===== src/rtl/ara_pkg.sv =====
// ----------------------------------------------------------------------------
// Atlas rectangle allocator package
// Shared types, sizes and codes for the allocator and its region scanner.
// ----------------------------------------------------------------------------
package ara_pkg;

  localparam int MaxRegions = 64;
  localparam int MaxPlaced  = 32;
  localparam int RegAw      = $clog2(MaxRegions);
  localparam int PlcAw      = $clog2(MaxPlaced);
  localparam int RegCw      = $clog2(MaxRegions + 1);
  localparam int PlcCw      = $clog2(MaxPlaced + 1);
  localparam logic [12:0] CanvasReset = 13'd4096;

  localparam logic [2:0] ST_PLACED    = 3'd0;
  localparam logic [2:0] ST_ALREADY   = 3'd1;
  localparam logic [2:0] ST_NO_FIT    = 3'd2;
  localparam logic [2:0] ST_FOUND     = 3'd3;
  localparam logic [2:0] ST_NOT_FOUND = 3'd4;
  localparam logic [2:0] ST_FULL      = 3'd5;

  localparam logic [0:0] ADDR_CANVAS_WIDTH  = 1'b0;
  localparam logic [0:0] ADDR_CANVAS_HEIGHT = 1'b1;

  typedef struct packed {
    logic        mode;
    logic [31:0] texture_id;
    logic [12:0] rect_width;
    logic [12:0] rect_height;
  } req_t;

  typedef struct packed {
    logic [2:0]  status;
    logic [12:0] pos_x;
    logic [12:0] pos_y;
    logic [12:0] size_w;
    logic [12:0] size_h;
  } rsp_t;

  typedef struct packed {
    logic [12:0] x;
    logic [12:0] y;
    logic [12:0] w;
    logic [12:0] h;
    logic        used;
  } region_t;

  typedef struct packed {
    logic [31:0] id;
    logic [12:0] x;
    logic [12:0] y;
    logic [12:0] w;
    logic [12:0] h;
  } place_t;

  typedef enum logic [3:0] {
    S_CLEAR, S_IDLE, S_ID_SCAN, S_ID_LAST, S_REG_SCAN, S_REG_LAST,
    S_BEST_RD, S_BEST_WAIT, S_COMMIT, S_WR_RIGHT, S_WR_TOP, S_OUT
  } state_t;

endpackage


===== src/rtl/ara_fit_scan.sv =====
// ----------------------------------------------------------------------------
// Allocator best-fit tracker
// Takes one region per cycle while valid is high and keeps the smallest-area
// free region that holds the requested rectangle, the earlier one on a tie.
// ----------------------------------------------------------------------------
module ara_fit_scan (
  input  logic                   clk,
  input  logic                   start,
  input  logic                   valid,
  input  logic [ara_pkg::RegAw-1:0] slot,
  input  ara_pkg::region_t       region,
  input  logic [12:0]            rect_width,
  input  logic [12:0]            rect_height,
  output logic                   found,
  output logic [ara_pkg::RegAw-1:0] best
);

  logic [25:0] best_area;
  logic [25:0] area;
  logic        fits;

  assign area = region.w * region.h;
  assign fits = !region.used && region.w >= rect_width && region.h >= rect_height;

  always_ff @(posedge clk) begin
    if (start) begin
      found <= 1'b0;
    end else if (valid && fits && (!found || area < best_area)) begin
      found     <= 1'b1;
      best      <= slot;
      best_area <= area;
    end
  end

endmodule


===== config.mk =====
export PLATFORM = sky130hd
export DESIGN_NAME = ara_fit_scan
export DESIGN_NICKNAME = d
export VERILOG_FILES = /design/src/rtl/ara_pkg.sv /design/src/rtl/ara_fit_scan.sv
export SDC_FILE = /design/constraint.sdc
export NUM_CORES = 1
export LEC_CHECK = 0
export BUFFER_PORTS_ARGS = -buffer_cell sky130_fd_sc_hd__buf_2
export CAP_MARGIN = 20
export CORE_ASPECT_RATIO = 0.8
export CORE_UTILIZATION = 56
export DETAILED_ROUTE_END_ITERATION = 12
export GPL_ROUTABILITY_DRIVEN = 0
export PLACE_DENSITY = 0.76
export SYNTH_ARGS = -nofsm -noshare
export SYNTH_HDL_FRONTEND = slang
export SYNTH_SLANG_ARGS = --single-unit

===== constraint.sdc =====
create_clock -name clk -period 12.3 [get_ports clk]
set_input_delay 2.46 -clock clk [delete_from_list [all_inputs] [get_ports clk]]
set_output_delay 2.46 -clock clk [all_outputs]
set_load 0.005 [all_outputs]

==> Flow_metrics.wiki, run 1 <==
{| class="wikitable"
! Metric !! Value
|-
| Yosys top cell by area || sky130_fd_sc_hd__fa_1
|-
| Layout Skew || 0.00536 ns
|-
| Unrepaired setup endpoints after global routing || no
|-
| Synthesized flop and latch total || 33
|-
| Data required time of the critical path || 12.27 ns
|-
| Slew headroom || 0.459
|-
| First-pass detailed-route iteration total || 7
|-
| Max-slew violation count || 0
|-
| Final-layout worst hold slack || 0.552 ns
|-
| Remaining routing DRC violations || 0
|-
| Worst Slack Setup Final || 1.79 ns
|-
| Critical setup path kind || primary input to flop
|-
| Buffers inserted during post-CTS setup optimization || 0
|-
| Data arrival, critical path || 10.48 ns
|-
| Sink Count || 33
|-
| Diode count || 0
|-
| Chip Width || 135 um
|-
| Mean Syn Cell Area || 9.01 um2
|-
| Total via count after detailed routing || 5843
|-
| Average detailed-routed wire length per instance || 14.1 um
|-
| Number of standard-cell rows in the floorplan || 38
|-
| Violation count after the first detailed-routing iteration || 258
|-
| Starting Density || 0.578
|-
| Top cells by count, synth || sky130_fd_sc_hd__inv_1, sky130_fd_sc_hd__ha_1, sky130_fd_sc_hd__fa_1, sky130_fd_sc_hd__nand2_1, sky130_fd_sc_hd__and2_1
|-
| Worst-path clk slew || 0.05 ns
|-
| Final nets || 1254
|-
| Distinct cell type count of the synthesized netlist || 45
|-
| Number of global-route vias before repair || 5745
|-
| Combined area of all synthesized cells || 0.00789 mm2
|-
| Layout overhead on the synthesized area || 7.68%
|-
| TritonCTS buffer count || 5
|-
| Clock tree from TritonCTS || built
|-
| Detailed-route vias per instance || 5.29
|-
| Layout cell share with drive strength beyond 1 || 0.0920
|-
| Final instance area || 0.00849 mm2
|-
| Antenna violations before repair || 0
|-
| Die height || 108 um
|-
| Clock root buffer master || sky130_fd_sc_hd__clkbuf_16
|-
| FFs w/ async S/R, synth || 0
|-
| Class of the worst hold path || flop to flop
|-
| Final HPWL DP || 12700 um
|-
| Fin. Hold Viols || 0
|-
| Reported leakage power || 4.63 nW
|-
| Area share of the largest cell type after synthesis || 0.307
|-
| Area enclosed by the die boundary || 0.0146 mm2
|-
| Dpl ws || 1.58 ns
|-
| Final-layout setup total negative slack || 0 ns
|-
| Endpoint class of the critical path || flop
|-
| Worst-path fanout max || 17
|-
| Grt total ovfl || 0
|-
| Worst IR drop on VDD || 0.228 mV
|-
| Worst Tran Pin Value || 0.811 ns
|-
| Top flip-flop cell by instance count after synthesis || sky130_fd_sc_hd__edfxtp_1
|-
| Placed cell areas || 0.00835 mm2
|-
| Most numerous cell in the Yosys netlist || sky130_fd_sc_hd__inv_1
|-
| Overall fraction of global-route tracks in use || 0.235
|-
| # resized after CTS || 0
|-
| Max-cap violations || 0
|-
| Maximum number of pins on one net before global-route repair || 18
|-
| I/O pin count || 95
|-
| Run status || completed
|-
| Sequential-to-total area share from yosys stat || 0.124
|-
| Clock latency on the worst-skew pair || 0.28 ns
|-
| Global-route wire length before repair || 26800 um
|-
| Kind of start point of the critical path || primary input
|-
| Number of port buffers || 68
|-
| Peak Freq || 95.1 MHz
|-
| Power per standard cell area || 248 mW/mm2
|-
| Total nets after synthesis || 1206
|-
| Power after layout || 2.11 mW
|-
| Number of buffers on the longest clock path || 2
|-
| Final period utilization || 0.854
|-
| Wire length after detailed routing || 15600 um
|-
| Top cells by area in the synthesized netlist || sky130_fd_sc_hd__fa_1, sky130_fd_sc_hd__ha_1, sky130_fd_sc_hd__edfxtp_1
|-
| Synth Warn # || 0
|-
| Number of hold buffers added after CTS || 0
|-
| Final setup viols || 0
|-
| Core Region || 0.0136 mm2
|-
| Shortest period the worst path allows || 10.51 ns
|-
| ANT nets after route || 0
|-
| Count of mapped cells out of synthesis || 875
|-
| Number of synthesized flops with an enable pin || 32
|-
| H-tree depth reported by CTS || 2
|}
-- path summary, 6_finish.rpt --
kind	slack, ns	cells past startpoint	from	endpoint
max reg2reg	8.68	9	best_area[20]$_DFFE_PP_	best_area[5]$_DFFE_PP_
min reg2reg	0.55	1	found$_SDFFE_PP0P_	found$_SDFFE_PP0P_
min	0.55	1	found$_SDFFE_PP0P_	found$_SDFFE_PP0P_
max	1.79	24	region[16]	best_area[5]$_DFFE_PP_
-- cells by family after synthesis --
group,Yosys count,synth area share
flops,33,0.124
mux,1,0.00127
simple gates,233,0.149
fa+ha+maj,243,0.501
xor+xnor,21,0.0233
compound gates,106,0.0877
buf+inv,238,0.113
-- layout by cell type, fill, tap and decap left out, types with 2 or more instances in the layout --
master	instances
sky130_fd_sc_hd__o21ai_1	2
sky130_fd_sc_hd__a221o_1	2
sky130_fd_sc_hd__a21o_1	26
sky130_fd_sc_hd__o21bai_1	2
sky130_fd_sc_hd__nor3_1	3
sky130_fd_sc_hd__nand2_1	95
sky130_fd_sc_hd__o2111ai_1	2
sky130_fd_sc_hd__clkbuf_16	5
sky130_fd_sc_hd__nand3_1	5
sky130_fd_sc_hd__and4_1	2
sky130_fd_sc_hd__inv_1	210
sky130_fd_sc_hd__nand4_1	6
sky130_fd_sc_hd__a211oi_1	2
sky130_fd_sc_hd__o31a_1	2
sky130_fd_sc_hd__a31oi_1	2
sky130_fd_sc_hd__and3_1	4
sky130_fd_sc_hd__or2_2	2
sky130_fd_sc_hd__a21oi_1	38
sky130_fd_sc_hd__or3_1	3
sky130_fd_sc_hd__clkinv_2	2
sky130_fd_sc_hd__xnor2_1	14
sky130_fd_sc_hd__nand2b_1	4
sky130_fd_sc_hd__buf_2	68
sky130_fd_sc_hd__o22ai_1	2
sky130_fd_sc_hd__nor2b_1	2
sky130_fd_sc_hd__edfxtp_1	32
sky130_fd_sc_hd__ha_1	122
sky130_fd_sc_hd__xor2_1	7
sky130_fd_sc_hd__and2_1	89
sky130_fd_sc_hd__fa_1	121
sky130_fd_sc_hd__nor2_1	16
sky130_fd_sc_hd__o21ai_0	16
-- final cells by class --
| class | count | area, um2 |
|---|---|---|
| clock inverter | 2 | 10.0 |
| sequential | 33 | 981 |
| tap | 180 | 225 |
| timing repair buffer | 69 | 348 |
| inverter | 210 | 788 |
| clock buffer | 6 | 129 |
| multi-input combinational | 604 | 6010 |
| fill | 1223 | 5150 |
-- stage by stage --
stage | utilization | cells
global route | 0.622 | 1104
detailed placement | 0.612 | 1096
floorplan | - | 875
global placement | 0.612 | 1096
finish | 0.622 | 1104
CTS | 0.622 | 1104
-- metal layers --
layer,part of all wire,vias up,GRT usage,wire length [um]
met5,0,-,0,0
met1,0.45,2865,0.322,6990
met4,0.0098,0,0.0570,152
met3,0.057,15,0.0427,887
li1,-,2822,-,-
met2,0.48,141,0.386,7560
-- report_power, final --
group	leakage, nW	total, mW	internal [mW]	switching [mW]
clock	0.0706	0.121	0.0743	0.0471
combinational	4.27	1.78	0.770	1.01
sequential	0.293	0.207	0.205	0.00193
-- worst max-delay path, cell delays in order --
cell	delay, ns
sky130_fd_sc_hd__buf_2	0.29
sky130_fd_sc_hd__nand2_1	0.13
sky130_fd_sc_hd__fa_1	0.53
sky130_fd_sc_hd__fa_1	0.55
sky130_fd_sc_hd__inv_1	0.05
sky130_fd_sc_hd__fa_1	0.52
sky130_fd_sc_hd__fa_1	0.56
sky130_fd_sc_hd__inv_1	0.06
sky130_fd_sc_hd__fa_1	0.52
sky130_fd_sc_hd__inv_1	0.04
sky130_fd_sc_hd__ha_1	0.38
sky130_fd_sc_hd__nand4_1	0.18
sky130_fd_sc_hd__nor3b_1	0.41
sky130_fd_sc_hd__o21ai_1	0.24
sky130_fd_sc_hd__o21ai_0	0.40
sky130_fd_sc_hd__xor2_1	0.23
sky130_fd_sc_hd__ha_1	0.28
sky130_fd_sc_hd__and3_1	0.18
sky130_fd_sc_hd__a221o_1	0.37
sky130_fd_sc_hd__a221oi_2	0.35
sky130_fd_sc_hd__o211ai_1	0.17
sky130_fd_sc_hd__a2111oi_2	0.43
sky130_fd_sc_hd__o31a_1	0.73
sky130_fd_sc_hd__buf_4	0.39
-- flip-flops by register name, summed over array words and instances (netlist names) --
register / cells
found: 1
best: 6
best_area: 26
(Power assumes the default switching activity.)
==> inputs of run 2 (changes only) <==
--- a/config.mk
+++ b/config.mk
@@ -11,6 +11,7 @@
 export CORE_UTILIZATION = 56
 export DETAILED_ROUTE_END_ITERATION = 12
 export GPL_ROUTABILITY_DRIVEN = 0
+export GPL_TIMING_DRIVEN = 0
 export PLACE_DENSITY = 0.76
 export SYNTH_ARGS = -nofsm -noshare
 export SYNTH_HDL_FRONTEND = slang
==> constraint.sdc (replaced) <==
create_clock -name clk -period 12.8 [get_ports clk]
set_input_delay 2.56 -clock clk [delete_from_list [all_inputs] [get_ports clk]]
set_output_delay 2.56 -clock clk [all_outputs]
set_load 0.005 [all_outputs]
==> run 2 against run 1 <==
  * Register-to-register slack better by 0.86 ns
  * Combinational power fell by 4%
  * Largest power group unchanged
  * Flip-flop and latch count did not move
==> Flow_metrics.wiki, run 2 (synthesis results as in run 1) <==
{| class="wikitable"
! Metric !! Value
|-
| First-pass detailed-route iteration total || 5 (-2)
|-
| Worst-path clk slew || 0.05 ns (about the same)
|-
| Antenna violations before repair || 0 (unchanged)
|-
| Global-route wire length before repair || 27000 um (+0.75%)
|-
| Die height || 108 um (unchanged)
|-
| Class of the worst hold path || flop to flop
|-
| Detailed-route vias per instance || 5.26 (-0.63%)
|-
| Starting Density || 0.578 (unchanged)
|-
| Total via count after detailed routing || 5948 (+1.8%)
|-
| Cell count after placement || 1123 (+2.5%)
|-
| Diode count || 0 (unchanged)
|-
| Wire length after detailed routing || 16100 um (+3.3%)
|-
| Layout Cells excl Fill || 1131 (+2.4%)
|-
| Layout filler cell count || 1165 (-4.7%)
|-
| Overall fraction of global-route tracks in use || 0.237 (+0.00201)
|-
| Layout cell share with drive strength beyond 1 || 0.0904 (-0.00156)
|-
| Worst Tran Pin Value || 0.838 ns (+0.0270 ns)
|-
| Largest registers in the final layout || best_area x26, best x6, found x1
|-
| Worst IR drop on VDD || 0.245 mV (+7.3%)
|-
| Maximum number of pins on one net before global-route repair || 33 (+15)
|-
| Max-cap violations || 0 (unchanged)
|-
| Largest register by flop count || best_area
|-
| Worst path cell trace || buf_2 > clkbuf_1 > nand2_1 > fa_1 > inv_1 > fa_1 > fa_1 > fa_1 > inv_1 > fa_1 > inv_1 > ha_1 > nand4_1 > nor3b_1 > o21ai_1 > o21ai_0 > xor2_1 > ha_1 > and3_1 > a221o_1 > a221oi_2 > o211ai_1 > a2111oi_2 > o31a_2
|-
| Layout overhead on the synthesized area || 9.37%
|-
| Data required time of the critical path || 12.70 ns (+0.43 ns)
|-
| Buffers inserted during post-CTS setup optimization || 0 (unchanged)
|-
| Max FFs per register || 26 (unchanged)
|-
| Data arrival, critical path || 10.53 ns (+0.05 ns)
|-
| Average detailed-routed wire length per instance || 14.2 um (+0.83%)
|-
| Violation count after the first detailed-routing iteration || 287 (+11%)
|-
| Number of global-route vias before repair || 5732 (-0.23%)
|-
| Dominant delay contributor by cell family on the critical path || adder cells
|-
| Peak Freq || 94.1 MHz
|-
| Dpl ws || 1.93 ns (+0.346 ns)
|-
| Worst Slack Setup Final || 2.17 ns (+0.382 ns)
|-
| Shortest period the worst path allows || 10.63 ns
|-
| Number of buffers on the longest clock path || 2 (unchanged)
|-
| Clock root buffer master || sky130_fd_sc_hd__clkbuf_16
|-
| Clock latency on the worst-skew pair || 0.28 ns (about the same)
|-
| Unrepaired setup endpoints after global routing || no
|-
| I/O pin count || 95 (unchanged)
|-
| Remaining routing DRC violations || 0 (unchanged)
|-
| Chip Width || 135 um (unchanged)
|-
| Most common library cell in the layout ignoring fill and taps || sky130_fd_sc_hd__inv_1
|-
| Kind of start point of the critical path || primary input
|-
| Number of port buffers || 68 (unchanged)
|-
| # resized after CTS || 0 (unchanged)
|-
| Endpoint class of the critical path || flop
|-
| Final setup viols || 0 (unchanged)
|-
| Most frequent cells in the layout || sky130_fd_sc_hd__inv_1, sky130_fd_sc_hd__ha_1, sky130_fd_sc_hd__fa_1, sky130_fd_sc_hd__nand2_1, sky130_fd_sc_hd__and2_1
|-
| Power per standard cell area || 236 mW/mm2 (-4.7%)
|-
| Fin. Hold Viols || 0 (unchanged)
|-
| Sum of buffers and inverters on the critical path || 5 (unchanged)
|-
| Number of hold buffers added after CTS || 0 (unchanged)
|-
| Clock tree from TritonCTS || built
|-
| Final HPWL DP || 13800 um (+8.3%)
|-
| Slew headroom || 0.441 (-0.0180)
|-
| Sink Count || 33 (unchanged)
|-
| Most prevalent standard cell on the critical path || sky130_fd_sc_hd__fa_1
|-
| Number of standard-cell rows in the floorplan || 38 (unchanged)
|-
| TritonCTS buffer count || 5 (unchanged)
|-
| Grt total ovfl || 0 (unchanged)
|-
| Layout Skew || 0.00454 ns (-0.000823 ns)
|-
| Final-layout worst hold slack || 0.571 ns (+0.0193 ns)
|-
| Biggest cell delay along the critical path || 0.77 ns (+0.04 ns)
|-
| Worst-path fanout max || 32 (+15)
|-
| Reported leakage power || 4.67 nW (+0.96%)
|-
| Core Region || 0.0136 mm2 (unchanged)
|-
| Max-slew violation count || 0 (unchanged)
|-
| Final nets || 1281 (+2.2%)
|-
| Cell type of the slowest stage on the worst timing path || sky130_fd_sc_hd__o31a_2
|-
| ANT nets after route || 0 (unchanged)
|-
| Area enclosed by the die boundary || 0.0146 mm2 (unchanged)
|-
| Final period utilization || 0.830
|-
| Final-layout setup total negative slack || 0 ns (unchanged)
|-
| Run status || completed
|-
| H-tree depth reported by CTS || 2 (unchanged)
|-
| Critical setup path kind || primary input to flop
|}
[run 2: area by class of cell]
type	count	area (um2)	share of cell area
Timing Repair Buffer	68	340	0.0394
Tap cell	180	225	0.0261
Buffer	28	106	0.0123
Clock inverter	1	30.0	0.00348
Sequential cell	33	981	0.114
Inverter	210	788	0.0914
Multi-Input combinational cell	604	6010	0.697
Clock buffer	7	143	0.0165
[run 2: per-stage QoR]
step           cell area, um2  power [mW]  utilization
2_1_floorplan            7890        1.55            -
3_3_place_gp             8450        1.86        0.619
3_5_place_dp             8450        1.91        0.620
4_1_cts                  8630        2.07        0.632
5_1_grt                  8630        2.35        0.632
6_report                 8630        2.04        0.632
[run 2: final timing paths]
check / to / cells past startpoint / slack [ns] / from
worst max-delay path: best[3]$_DFFE_PP_ / 24 / 2.17 / region[20]
worst min-delay path: found$_SDFFE_PP0P_ / 1 / 0.57 / found$_SDFFE_PP0P_
worst max register to register: best[3]$_DFFE_PP_ / 8 / 9.54 / best_area[20]$_DFFE_PP_
worst min register to register: found$_SDFFE_PP0P_ / 1 / 0.57 / found$_SDFFE_PP0P_
[run 2: report_power, final]
group	switching, mW	internal [mW]
sequential	0.00179	0.197
combinational	0.960	0.739
clock	0.0441	0.0972
total	1.01	1.03
[run 2: per-layer routing]
| layer | vias to the layer above | track usage | routed length [um] |
|---|---|---|---|
| met5 | - | 0 | 0 |
| met3 | 14 | 0.0595 | 1280 |
| met1 | 2877 | 0.324 | 6990 |
| met2 | 174 | 0.388 | 7610 |
| li1 | 2883 | - | - |
| met4 | 0 | 0.0345 | 212 |
==> inputs of run 3 (changes only) <==
--- a/config.mk
+++ b/config.mk
@@ -8,11 +8,11 @@
 export BUFFER_PORTS_ARGS = -buffer_cell sky130_fd_sc_hd__buf_2
 export CAP_MARGIN = 20
 export CORE_ASPECT_RATIO = 0.8
-export CORE_UTILIZATION = 56
+export CORE_UTILIZATION = 55
 export DETAILED_ROUTE_END_ITERATION = 12
 export GPL_ROUTABILITY_DRIVEN = 0
 export GPL_TIMING_DRIVEN = 0
-export PLACE_DENSITY = 0.76
+export PLACE_DENSITY = 0.78
 export SYNTH_ARGS = -nofsm -noshare
 export SYNTH_HDL_FRONTEND = slang
 export SYNTH_SLANG_ARGS = --single-unit
==> constraint.sdc (replaced) <==
create_clock -name clk -period 9 [get_ports clk]
set_input_delay 1.8 -clock clk [delete_from_list [all_inputs] [get_ports clk]]
set_output_delay 1.8 -clock clk [all_outputs]
set_load 0.005 [all_outputs]
==> run 3 against run 2 <==
  * Die area grew 1.8%
  * Largest power group unchanged
  * Total power grew 55%
  * Cell count shrank 0.71%
  * Worst hold slack gained 0.023 ns
  * Non-clock buffer count shrank 11
  * Count of clock-buffer cells in the layout shrank 2
  * First-iteration DRC count shrank 22%
  * Largest cell class unchanged
  * Critical path type unchanged
  * Critical endpoint is now best[2]$_DFFE_PP_
==> Flow_metrics.wiki, run 3 (synthesis results as in run 1) <==
{| class="wikitable"
! Metric !! Value
|-
| Class of the worst hold path || flop to flop
|-
| Number of standard-cell rows in the floorplan || 38 (unchanged)
|-
| Final instance area || 0.00883 mm2 (+2.3%)
|-
| Power per standard cell area || 359 mW/mm2 (+52%)
|-
| Total via count after detailed routing || 5959 (+0.18%)
|-
| Hold Startpoint || found$_SDFFE_PP0P_
|-
| Layout Skew || 0.00936 ns (+0.00482 ns)
|-
| Worst IR drop on VDD || 0.333 mV (+36%)
|-
| Final period utilization || 0.979
|-
| Worst Tran Pin Value || 0.749 ns (-0.0888 ns)
|-
| Average detailed-routed wire length per instance || 15.0 um (+5.4%)
|-
| TritonCTS buffer count || 5 (unchanged)
|-
| Number of buffers on the longest clock path || 2 (unchanged)
|-
| Layout cell share with drive strength beyond 1 || 0.130 (+0.0400)
|-
| Maximum number of pins on one net before global-route repair || 15 (-55%)
|-
| Worst Slack Setup Final || 0.187 ns (-1.98 ns)
|-
| Slew headroom || 0.498 (+0.0569)
|-
| Final HPWL DP || 14100 um (+2.1%)
|-
| Clock tree from TritonCTS || built
|-
| Power after layout || 3.17 mW (+55%)
|-
| Sequential Area || 981 um2 (unchanged)
|-
| Data required time of the critical path || 8.98 ns (-3.72 ns)
|-
| Sink Count || 33 (unchanged)
|-
| H-tree depth reported by CTS || 2 (unchanged)
|-
| Shortest period the worst path allows || 8.81 ns
|-
| I/O pin count || 95 (unchanged)
|-
| Area enclosed by the die boundary || 0.0148 mm2 (+1.8%)
|-
| First-pass detailed-route iteration total || 5 (unchanged)
|-
| Placed cell areas || 0.00845 mm2 (unchanged)
|-
| Run status || completed
|-
| Die height || 109 um (+0.89%)
|-
| Final-layout worst hold slack || 0.594 ns (+0.0226 ns)
|-
| Layout filler cell count || 1166 (+0.086%)
|-
| Int Pwr || 1.58 mW (+53%)
|-
| Most frequent cells in the layout || sky130_fd_sc_hd__inv_1, sky130_fd_sc_hd__fa_1, sky130_fd_sc_hd__ha_1, sky130_fd_sc_hd__nand2_1, sky130_fd_sc_hd__and2_1
|-
| Switching Power || 1.59 mW (+58%)
|-
| Worst-path fanout max || 10 (-69%)
|-
| Sequential group share of total power || 0.089 (-0.008)
|-
| Fin. Hold Viols || 0 (unchanged)
|-
| Overall fraction of global-route tracks in use || 0.244 (+0.00684)
|-
| Critical setup path kind || primary input to flop
|-
| Grt total ovfl || 0 (unchanged)
|-
| Core Region || 0.0138 mm2 (+1.0%)
|-
| Number of hold buffers added after CTS || 0 (unchanged)
|-
| Diode count || 0 (unchanged)
|-
| Final nets || 1273 (-0.62%)
|-
| Violation count after the first detailed-routing iteration || 224 (-22%)
|-
| Net switching fraction of the power || 0.502 (+0.00887)
|-
| Relative contribution of the clock network to total power || 0.054 (-0.015)
|-
| Antenna violations before repair || 0 (unchanged)
|-
| Reg-to-Reg Start || best_area[20]$_DFFE_PP_
|-
| Clock latency on the worst-skew pair || 0.29 ns (about the same)
|-
| Final setup viols || 0 (unchanged)
|-
| Layout overhead on the synthesized area || 11.9%
|-
| Number of port buffers || 68 (unchanged)
|-
| Starting Density || 0.572 (-0.00598)
|-
| Peak Freq || 113 MHz
|-
| Dpl ws || -1.01 ns (-2.94 ns)
|-
| Clock root buffer master || sky130_fd_sc_hd__clkbuf_16
|-
| Global-route wire length before repair || 27700 um (+2.7%)
|-
| Max FFs per register || 26 (unchanged)
|-
| Largest registers in the final layout || best_area x26, best x6, found x1
|-
| Chip Width || 136 um (+0.89%)
|-
| Critical Path Start || region[12]
|-
| Max-slew violation count || 0 (unchanged)
|-
| Max-cap violations || 0 (unchanged)
|-
| Endpoint class of the critical path || flop
|-
| Reported leakage power || 4.74 nW (+1.4%)
|-
| Combinational share of power || 0.857 (+0.024)
|-
| Remaining routing DRC violations || 0 (unchanged)
|-
| Data arrival, critical path || 8.79 ns (-1.74 ns)
|-
| Number of global-route vias before repair || 5855 (+2.1%)
|-
| Worst-path clk slew || 0.05 ns (about the same)
|-
| Most common library cell in the layout ignoring fill and taps || sky130_fd_sc_hd__inv_1
|-
| Detailed-route vias per instance || 5.31 (+0.90%)
|-
| ANT nets after route || 0 (unchanged)
|-
| Multi-input logic area || 0.00622 mm2 (+3.5%)
|-
| Kind of start point of the critical path || primary input
|-
| Largest register by flop count || best_area
|-
| Wire length after detailed routing || 16800 um (+4.6%)
|}
==> run 3: cell types whose count changed in the layout (fill, tap and decap cells not counted), sizes merged <==
| cell | before | now |
|---|---|---|
| clkbuf | 34 | 11 |
| buf | 69 | 79 |
| clkinv | 0 | 2 |
| o31a | 2 | 5 |
| bufinv | 1 | 0 |
| clkinvlp | 0 | 1 |
==> run 3: final cells by class <==
| class | instances | share of cell area |
|---|---|---|
| Buffer | 13 | 0.0105 |
| Sequential cell | 33 | 0.111 |
| Clock buffer | 5 | 0.0142 |
| Inverter | 210 | 0.0893 |
| Clock inverter | 3 | 0.00198 |
| Multi-Input combinational cell | 607 | 0.705 |
| Tap cell | 180 | 0.0255 |
| Timing Repair Buffer | 72 | 0.0425 |
==> run 3: worst max-delay path: stages <==
cell and delay, ns:
sky130_fd_sc_hd__buf_2 0.15, sky130_fd_sc_hd__buf_2 0.26, sky130_fd_sc_hd__nand2_1 0.12, sky130_fd_sc_hd__fa_1 0.50, sky130_fd_sc_hd__fa_1 0.54, sky130_fd_sc_hd__inv_1 0.05
sky130_fd_sc_hd__fa_1 0.50, sky130_fd_sc_hd__fa_1 0.55, sky130_fd_sc_hd__inv_1 0.06, sky130_fd_sc_hd__fa_1 0.52, sky130_fd_sc_hd__inv_1 0.06, sky130_fd_sc_hd__ha_4 0.29
sky130_fd_sc_hd__nand4_1 0.21, sky130_fd_sc_hd__a21oi_4 0.27, sky130_fd_sc_hd__o21ai_4 0.09, sky130_fd_sc_hd__o31ai_4 0.26, sky130_fd_sc_hd__nor2_1 0.10, sky130_fd_sc_hd__xnor2_1 0.24
sky130_fd_sc_hd__ha_1 0.29, sky130_fd_sc_hd__and3_1 0.20, sky130_fd_sc_hd__a221o_1 0.36, sky130_fd_sc_hd__a221oi_2 0.33, sky130_fd_sc_hd__o211ai_1 0.21, sky130_fd_sc_hd__a2111oi_4 0.37
sky130_fd_sc_hd__buf_4 0.21, sky130_fd_sc_hd__o31a_4 0.24
==> run 3: final timing paths <==
| path | to | slack (ns) | depth (start not counted) |
|---|---|---|---|
| setup / recovery | best[2]$_DFFE_PP_ | 0.19 | 26 |
| hold / removal | found$_SDFFE_PP0P_ | 0.59 | 1 |
| setup reg to reg | best[2]$_DFFE_PP_ | 6.13 | 9 |
| hold reg to reg | found$_SDFFE_PP0P_ | 0.59 | 1 |
==> run 3: per-stage QoR <==
| stage | setup TNS (ns) | util | cells |
|---|---|---|---|
| 3_3_place_gp | -31.10 | 0.613 | 1123 |
| 3_5_place_dp | -32.24 | 0.613 | 1123 |
| 5_1_grt | -0.707 | 0.640 | 1123 |
| 2_1_floorplan | 0 | - | 875 |
| 4_1_cts | 0 | 0.629 | 1125 |
| 6_report | 0 | 0.640 | 1123 |
==> run 3: power groups by stage <==
stage	clock, mW	combinational (mW)	sequential, mW
floorplan	0	1.92	0.285
global placement	0	2.35	0.285
detailed placement	0	2.42	0.286
CTS	0.173	2.49	0.283
global route	0.181	3.09	0.284
finish	0.170	2.71	0.283
==> run 3: what timing repair did <==
item,4_1_cts,5_1_grt
setup buffers,1,3
gates cloned,3,0
resized for setup,20,58
setup endpoints to repair,32,32
pin swaps,1,16
==> run 3: per-layer routing <==
layer | part of all wire | track usage
met1 | 0.45 | 0.340
met2 | 0.48 | 0.396
met3 | 0.066 | 0.0521
met4 | 0.011 | 0.0389
met5 | 0 | 0
